### config.mk
export PLATFORM = sky130hd
export DESIGN_NAME = button_click_long_press_fsm
export DESIGN_NICKNAME = d
export VERILOG_FILES = /design/src/hw/rtl/bclp_pkg.sv /design/src/hw/rtl/bclp_core.sv /design/src/hw/rtl/button_click_long_press_fsm.sv
export VERILOG_INCLUDE_DIRS = /design/src /design/src/hw/rtl
export SDC_FILE = /design/constraint.sdc
export NUM_CORES = 1
export LEC_CHECK = 0
export ABC_AREA = 1
export BUFFER_PORTS_ARGS = -buffer_cell sky130_fd_sc_hd__buf_2
export CAP_MARGIN = 0
export CORE_UTILIZATION = 45
export CTS_BUF_LIST = sky130_fd_sc_hd__clkbuf_8
export DETAILED_ROUTE_END_ITERATION = 8
export PLACE_DENSITY_LB_ADDON = 0.2
export SETUP_SLACK_MARGIN = 0.1
export SLEW_MARGIN = 30
export SYNTH_ARGS = -nofsm -noshare
export SYNTH_HDL_FRONTEND = slang
export SYNTH_SLANG_ARGS = --single-unit
### constraint.sdc
create_clock -name clk -period 4.6 [get_ports clk]
set_clock_uncertainty 0.05 [all_clocks]
set_input_delay 0.23 -clock clk [delete_from_list [all_inputs] [get_ports clk]]
set_output_delay 0.23 -clock clk [all_outputs]
set_load 0.01 [all_outputs]
### src/hw/rtl/button_click_long_press_fsm_macros.svh
// Assertion macros for the button click and long-press detector.
// Plain text macros, no package or module dependencies.
`ifndef BUTTON_CLICK_LONG_PRESS_FSM_MACROS_SVH
`define BUTTON_CLICK_LONG_PRESS_FSM_MACROS_SVH

`ifndef SYNTHESIS
`define BCLP_ASSERT_IMPLY(label, clk, rst, ante, cons) \
  label: assert property (@(posedge clk) disable iff (rst) (ante) |-> (cons)) \
    else $error("bclp: implication check failed");
`define BCLP_ASSERT_NEXT(label, clk, rst, ante, cons) \
  label: assert property (@(posedge clk) disable iff (rst) (ante) |=> (cons)) \
    else $error("bclp: next-cycle check failed");
`else
`define BCLP_ASSERT_IMPLY(label, clk, rst, ante, cons)
`define BCLP_ASSERT_NEXT(label, clk, rst, ante, cons)
`endif

`endif

### src/hw/rtl/bclp_pkg.sv
// Shared types and constants for the button click and long-press detector.
// No dependencies; used by bclp_core and button_click_long_press_fsm.
package bclp_pkg;

  localparam int unsigned CFG_IDX_W = 2;

  localparam logic [CFG_IDX_W-1:0] REG_ACTIVE_HIGH  = 2'd0;
  localparam logic [CFG_IDX_W-1:0] REG_DEBOUNCE     = 2'd1;
  localparam logic [CFG_IDX_W-1:0] REG_CLICK_WINDOW = 2'd2;
  localparam logic [CFG_IDX_W-1:0] REG_LONG_PRESS   = 2'd3;

  localparam logic        RST_ACTIVE_HIGH  = 1'b0;
  localparam logic [31:0] RST_DEBOUNCE     = 32'd50;
  localparam logic [31:0] RST_CLICK_WINDOW = 32'd300;
  localparam logic [31:0] RST_LONG_PRESS   = 32'd1000;

  typedef struct packed {
    logic        active_high;
    logic [31:0] debounce_ms;
    logic [31:0] click_window_ms;
    logic [31:0] long_press_ms;
  } cfg_t;

  typedef struct packed {
    logic [2:0] mode;
    logic [7:0] click_count;
    logic       clicked;
    logic       double_clicked;
    logic       triple_clicked;
    logic       press_event;
    logic       released_now;
    logic       long_press_event;
    logic       long_release_event;
  } res_t;

endpackage

### src/hw/rtl/bclp_core.sv
// Button state machine with its timers, click counter and result register.
// Depends on bclp_pkg for cfg_t and res_t.
module bclp_core (
  input  logic          clk,
  input  logic          rst,
  input  bclp_pkg::cfg_t cfg,
  input  logic          step,
  input  logic          level,
  input  logic [31:0]   now,
  output bclp_pkg::res_t res
);
  import bclp_pkg::*;

  typedef enum logic [2:0] {
    IDLE         = 3'd0,
    DEBOUNCING   = 3'd1,
    PRESSED      = 3'd2,
    CLICKED      = 3'd3,
    RELEASED     = 3'd4,
    LONG_HOLD    = 3'd5
  } mode_t;

  mode_t       mode;
  logic [31:0] debounce_start;
  logic [31:0] press_start;
  logic [31:0] click_start;
  logic [7:0]  clicks;

  mode_t       mode_next;
  logic [31:0] debounce_start_next;
  logic [31:0] press_start_next;
  logic [31:0] click_start_next;
  logic [7:0]  clicks_next;
  logic        moved;
  logic        pressed;
  logic [31:0] db_elapsed;
  logic [31:0] lp_elapsed;
  logic [31:0] cw_elapsed;
  res_t        res_next;

  always_comb begin
    pressed             = (level == cfg.active_high);
    db_elapsed          = now - debounce_start;
    lp_elapsed          = now - press_start;
    cw_elapsed          = now - click_start;
    mode_next           = mode;
    debounce_start_next = debounce_start;
    press_start_next    = press_start;
    click_start_next    = click_start;
    clicks_next         = clicks;
    moved               = 1'b0;

    unique case (mode)
      DEBOUNCING: begin
        if (db_elapsed > cfg.debounce_ms) begin
          moved = 1'b1;
          if (pressed) begin
            press_start_next = now;
            mode_next        = PRESSED;
          end else begin
            mode_next = IDLE;
          end
        end
      end
      PRESSED: begin
        if (!pressed) begin
          moved     = 1'b1;
          mode_next = CLICKED;
        end else if (lp_elapsed > cfg.long_press_ms) begin
          moved     = 1'b1;
          mode_next = LONG_HOLD;
        end
      end
      CLICKED: begin
        if (cw_elapsed < cfg.click_window_ms) begin
          if (clicks != 8'hFF) begin
            clicks_next = clicks + 8'd1;
          end
        end else begin
          clicks_next      = 8'd1;
          click_start_next = now;
        end
        moved     = 1'b1;
        mode_next = RELEASED;
      end
      RELEASED: begin
        moved     = 1'b1;
        mode_next = IDLE;
      end
      LONG_HOLD: begin
        if (!pressed) begin
          moved     = 1'b1;
          mode_next = RELEASED;
        end
      end
      default: begin
        if (pressed) begin
          moved               = 1'b1;
          debounce_start_next = now;
          mode_next           = DEBOUNCING;
        end
      end
    endcase

    res_next.mode               = mode_next;
    res_next.click_count        = clicks_next;
    res_next.clicked            = (mode_next == CLICKED) && (clicks_next == 8'd1);
    res_next.double_clicked     = (mode_next == CLICKED) && (clicks_next == 8'd2);
    res_next.triple_clicked     = (mode_next == CLICKED) && (clicks_next == 8'd3);
    res_next.press_event        = (mode_next == PRESSED) && moved;
    res_next.released_now       = (mode_next == RELEASED);
    res_next.long_press_event   = (mode_next == LONG_HOLD) && moved;
    res_next.long_release_event = (mode_next == RELEASED) && (mode == LONG_HOLD) && moved;
  end

  always_ff @(posedge clk) begin
    if (rst) begin
      mode           <= IDLE;
      debounce_start <= '0;
      press_start    <= '0;
      click_start    <= '0;
      clicks         <= '0;
      res            <= '0;
    end else if (step) begin
      mode           <= mode_next;
      debounce_start <= debounce_start_next;
      press_start    <= press_start_next;
      click_start    <= click_start_next;
      clicks         <= clicks_next;
      res            <= res_next;
    end
  end

endmodule

### src/hw/rtl/button_click_long_press_fsm.sv
// Top level of the button click and long-press detector: handshake, registers.
// Depends on bclp_pkg, bclp_core and button_click_long_press_fsm_macros.svh.
//
// Each item is one poll of the button pin with a millisecond timestamp and
// yields exactly one result item. The block takes one item per clock cycle
// sustained while out_ready is high; an item is held in the input register
// until the output can advance and then moves into the result register (one
// input register, one result register). The state machine, three wrapping
// 32-bit elapsed-time compares and the click counter all update in the
// single cycle in which the item moves from the input register to the result
// register.
// Registers sit on the APB port at byte addresses 0x0 active_high, 0x4
// debounce_ms, 0x8 click_window_ms and 0xC long_press_ms; write them only
// while no item is in flight.
`include "button_click_long_press_fsm_macros.svh"

module button_click_long_press_fsm (
  input  logic        clk,
  input  logic        rst,
  input  logic        psel,
  input  logic        penable,
  input  logic        pwrite,
  input  logic [3:0]  paddr,
  input  logic [31:0] pwdata,
  output logic [31:0] prdata,
  output logic        pready,
  input  logic        in_valid,
  output logic        in_ready,
  input  logic        pin_level,
  input  logic [31:0] now_ms,
  output logic        out_valid,
  input  logic        out_ready,
  output logic [2:0]  mode,
  output logic [7:0]  click_count,
  output logic        clicked,
  output logic        double_clicked,
  output logic        triple_clicked,
  output logic        press_event,
  output logic        released_now,
  output logic        long_press_event,
  output logic        long_release_event
);
  import bclp_pkg::*;

  cfg_t                 cfg;
  logic [CFG_IDX_W-1:0] reg_idx;
  logic                 reg_wr;
  logic                 s1_valid;
  logic                 s1_level;
  logic [31:0]          s1_now;
  logic                 s1_adv;
  logic                 step;
  res_t                 res;

  assign pready  = 1'b1;
  assign reg_idx = paddr[3:2];
  assign reg_wr  = psel && penable && pwrite && pready;

  always_comb begin
    unique case (reg_idx)
      REG_ACTIVE_HIGH:  prdata = {31'd0, cfg.active_high};
      REG_DEBOUNCE:     prdata = cfg.debounce_ms;
      REG_CLICK_WINDOW: prdata = cfg.click_window_ms;
      REG_LONG_PRESS:   prdata = cfg.long_press_ms;
      default:          prdata = '0;
    endcase
  end

  assign s1_adv   = !out_valid || out_ready;
  assign step     = s1_valid && s1_adv;
  assign in_ready = !s1_valid || s1_adv;

  always_ff @(posedge clk) begin
    if (rst) begin
      cfg.active_high     <= RST_ACTIVE_HIGH;
      cfg.debounce_ms     <= RST_DEBOUNCE;
      cfg.click_window_ms <= RST_CLICK_WINDOW;
      cfg.long_press_ms   <= RST_LONG_PRESS;
      s1_valid            <= 1'b0;
      out_valid           <= 1'b0;
    end else begin
      if (reg_wr) begin
        unique case (reg_idx)
          REG_ACTIVE_HIGH:  cfg.active_high     <= pwdata[0];
          REG_DEBOUNCE:     cfg.debounce_ms     <= pwdata;
          REG_CLICK_WINDOW: cfg.click_window_ms <= pwdata;
          REG_LONG_PRESS:   cfg.long_press_ms   <= pwdata;
          default:          cfg                 <= cfg;
        endcase
      end
      if (in_ready) begin
        s1_valid <= in_valid;
      end
      if (s1_adv) begin
        out_valid <= s1_valid;
      end
    end
  end

  always_ff @(posedge clk) begin
    if (in_valid && in_ready) begin
      s1_level <= pin_level;
      s1_now   <= now_ms;
    end
  end

  bclp_core u_core (
    .clk   (clk),
    .rst   (rst),
    .cfg   (cfg),
    .step  (step),
    .level (s1_level),
    .now   (s1_now),
    .res   (res)
  );

  assign mode               = res.mode;
  assign click_count        = res.click_count;
  assign clicked            = res.clicked;
  assign double_clicked     = res.double_clicked;
  assign triple_clicked     = res.triple_clicked;
  assign press_event        = res.press_event;
  assign released_now       = res.released_now;
  assign long_press_event   = res.long_press_event;
  assign long_release_event = res.long_release_event;

  `BCLP_ASSERT_NEXT(a_hold_pending, clk, rst, s1_valid && !s1_adv, s1_valid)
  `BCLP_ASSERT_IMPLY(a_ready_when_empty, clk, rst, !out_valid, in_ready)
  `BCLP_ASSERT_IMPLY(a_long_release_flags, clk, rst, long_release_event, released_now && !press_event)

endmodule
==> results.yml <==
run_status:
  outcome: "complete, no violations"
drt:
  firstDrtPassIters: 6
  wl_per_cell_um: 17.64
  viasPerCell: 5.424
  drc: 0
  drt.antenna.violating_nets: 0
  dr_total_vias: 16087
  routed_wl_mm: 52.32
  drt_iter0_markers: 1025
power_and_ir_drop:
  clkPwrFrac_pct: 35.8
  p_sw_share_pct: 32.89
  comb_power_share_pct: 26.6
  leakage_nw: 8.434
  power.density_mw_per_mm2: 304.2
  peakVddDrop_mv: 0.2246
  power.total_mw: 6.095
  p_switching_mw: 2.005
  p_seq_share_pct: 37.6
  p_int_mw: 4.090
clock_network:
  cts-root-buf: "clkbuf_8"
  clkSlewWorstSetupHoldPaths_ns: 0.06
  clk_latency_ns: 0.61
  ctsHtreeMaxLevel: 2
  cts_sinks: 246
  clock_path_buffers: 3
  cts-buffers-inserted: 46
  tritoncts: "built"
synth:
  syn-num-nets: 2495
  yosys.cell_types.count: 59
  synth_edf_count: 33
  yosysTopAreaCell: "dfxtp_1"
  synth_seq_cells: 246
  synthDominantCellAreaShare_pct: 25.78
  seq_area_frac_synth_pct: 31.77
  netlist_instances: 2227
  yosysWarnings: 0
  syn_area_per_cell_um2: 7.429
  synth-main-ff-cell: "dfxtp_1"
  synth_area_leaders: "dfxtp_1 (26%), ha_1 (14%), a21oi_1 (10%), inv_1 (7.4%), nand2_1 (6.8%)"
  syn-cell-area_mm2: 0.01654
  synthArstFlopShare_pct: 0
worst_setup_path:
  crit_path_end_kind: "flip-flop"
  cp_max_fo: 13
  required_ns: 5.04
  cp.arrival_ns: 4.86
  start_kind: "flip-flop"
  timing_worst_setup_path_type: "flip-flop to flip-flop"
grt:
  grt_max_degree: 123
  grt_use_met1_pct: 35.67
  grt_pass1_vias: 15255
  met3_usage_pct: 4.749
  met2_usage_pct: 44.97
  antenna_found_initial: 1
  top_usage_layer: "met2"
  track_usage_pct: 27.12
  grt_pass1_wl_mm: 80.17
  grt-ovfl-total: 0
final_layout:
  num_antenna_cells: 0
  final_common_cell: "a21oi_1"
  nFillCells: 3445
  stdcell_count: 2966
  drive_gt1_share_pct: 14.85
  design_area_mm2: 0.02004
  layout_common_cells: "a21oi_1 (338), inv_1 (331), nand2_1 (290), dfxtp_1 (213), o21ai_0 (208)"
  nNetsFinal: 2742
  synthToLayoutAreaGrowth_pct: 21.12
die:
  die_w_um: 193.7
  start_util_pct: 46.17
  die_h_um: 193.7
  rows: 69
  boundaryPins: 129
  dieArea_mm2: 0.03753
  core_mm2: 0.03583
sta:
  timing.fmax_mhz: 226.0
  rsz0062_at_grt: "yes"
  setup_viol: 0
  fin_crit_sh_pct: 96.21
  final-hold-violation-count: 0
  worst_pin_slew_ns: 0.8542
  hold_slack_ns: 0.09807
  slew_violations: 0
  min_period_ns: 4.426
  slew_headroom_pct: 43.06
placed_design:
  place_area_mm2: 0.01791
  finalWeightedCongestion: 0.9164
  portBuffers: 125
  dpl.cell_count: 2796
  post-dp-hpwl_mm: 39.33
min_path:
  hp-class: "primary input to flip-flop"
run:
  cap_violations: 0
[layer usage]
layer	share of wire, %	vias to the layer above
met1	46	7525
li1	-	8083
met5	0.025	-
met3	5.9	80
met2	46	397
met4	2.1	2
[critical path, cell delays in order, from the launching register on]
cell,delay [ns]
edfxtp_1,0.45
buf_4,0.19
ha_1,0.36
a21oi_1,0.18
nand2_2,0.12
a21oi_4,0.28
nand3b_1,0.15
nand3b_1,0.17
a21oi_2,0.30
o221ai_1,0.18
xor2_1,0.24
ha_1,0.32
nand2_1,0.09
nor2_2,0.15
nor3b_4,0.21
nand2_1,0.09
nand2_2,0.09
nand4_1,0.12
buf_6,0.20
buf_12,0.15
o21ai_0,0.15
a21oi_1,0.05
[worst paths after layout]
check / slack, ns / cells past startpoint / from / endpoint
worst max-delay path: 0.17 / 21 / s1_now[3] / u_core.press_start[9]
worst min-delay path: 0.1 / 5 / penable / cfg[96]
worst max register to register: 0.17 / 21 / s1_now[3] / u_core.press_start[9]
worst min register to register: 0.40 / 2 / u_core.click_start[23] / u_core.click_start[23]
[synth_stat cells (4+ instances only)]
library cell / number
o221ai_1: 36
o21bai_1: 7
buf_4: 5
nand3_1: 41
a221oi_1: 6
nand3b_1: 7
inv_2: 10
xor2_1: 60
o211ai_1: 17
a21boi_1: 4
a21oi_2: 6
nand2_1: 299
o21ai_0: 212
a21o_1: 7
a31oi_1: 11
a21oi_1: 343
ha_1: 189
dfxtp_1: 213
o21ai_1: 50
clkbuf_1: 61
nand2_2: 7
edfxtp_1: 33
nand4_1: 22
nor3_1: 24
o21a_1: 12
xnor2_1: 32
inv_1: 324
o21ai_2: 6
nor2_1: 128
buf_2: 4
[cell type report]
cell class / count / area (um^2) / share of cell area, %
Clock inverter: 23 / 150.1 / 0.7493
Clock buffer: 56 / 770.7 / 3.847
Timing Repair Buffer: 272 / 1989 / 9.929
Multi-Input combinational cell: 1570 / 10010 / 49.98
Sequential cell: 246 / 5255 / 26.23
Tap cell: 461 / 576.8 / 2.879
Inverter: 338 / 1280 / 6.388
[sequential cells by signal, indices dropped and copies added, names as in the netlist]
register / cells
u_core.press_start: 32
out_valid: 1
u_core.click_start: 32
s1_valid: 1
u_core.res: 18
s1_level: 1
u_core.debounce_start: 32
s1_now: 32
cfg: 97
[power by group through the flow]
| stage | registers, mW | logic (mW) | clock network, mW |
|---|---|---|---|
| global placement | 2.34 | 1.45 | 0 |
| finish | 2.29 | 1.62 | 2.18 |
| floorplan | 2.33 | 1.03 | 0 |
| CTS | 2.29 | 1.55 | 2.23 |
| global route | 2.30 | 1.82 | 2.33 |
| detailed placement | 2.34 | 1.49 | 0 |
[cells by family after synthesis]
group | Yosys count | share of synthesized area, %
adder cells (fa/ha/maj) | 192 | 14.66
other | 1 | 0.02267
flip-flops | 246 | 31.77
AO/OA/AOI/OAI | 735 | 24.76
XOR/XNOR | 92 | 4.871
AND/OR/NAND/NOR | 550 | 14.42
buffers and inverters | 411 | 9.499
[stage by stage]
stage / TNS [ns] / utilization (%) / worst slack, ns
finish: 0 / 55.92 / 0.1745
global route: -0.1296 / 55.92 / -0.04041
CTS: 0 / 54.59 / 0.1705
detailed placement: 0 / 49.98 / 0.09957
global placement: 0 / 49.94 / 0.1620
floorplan: 0 / - / 0.9178
[timing repair]
action | in CTS | in global routing
hold buffers | 72 | 0
buffers inserted | 0 | 17
hold endpoints to repair | 142 | 0
endpoints found under the setup margin | 24 | 74
resized for setup | 3 | 69
cloned | 0 | 2
pin swaps | 0 | 28
No activity file was read; power rests on OpenSTA's default activity.
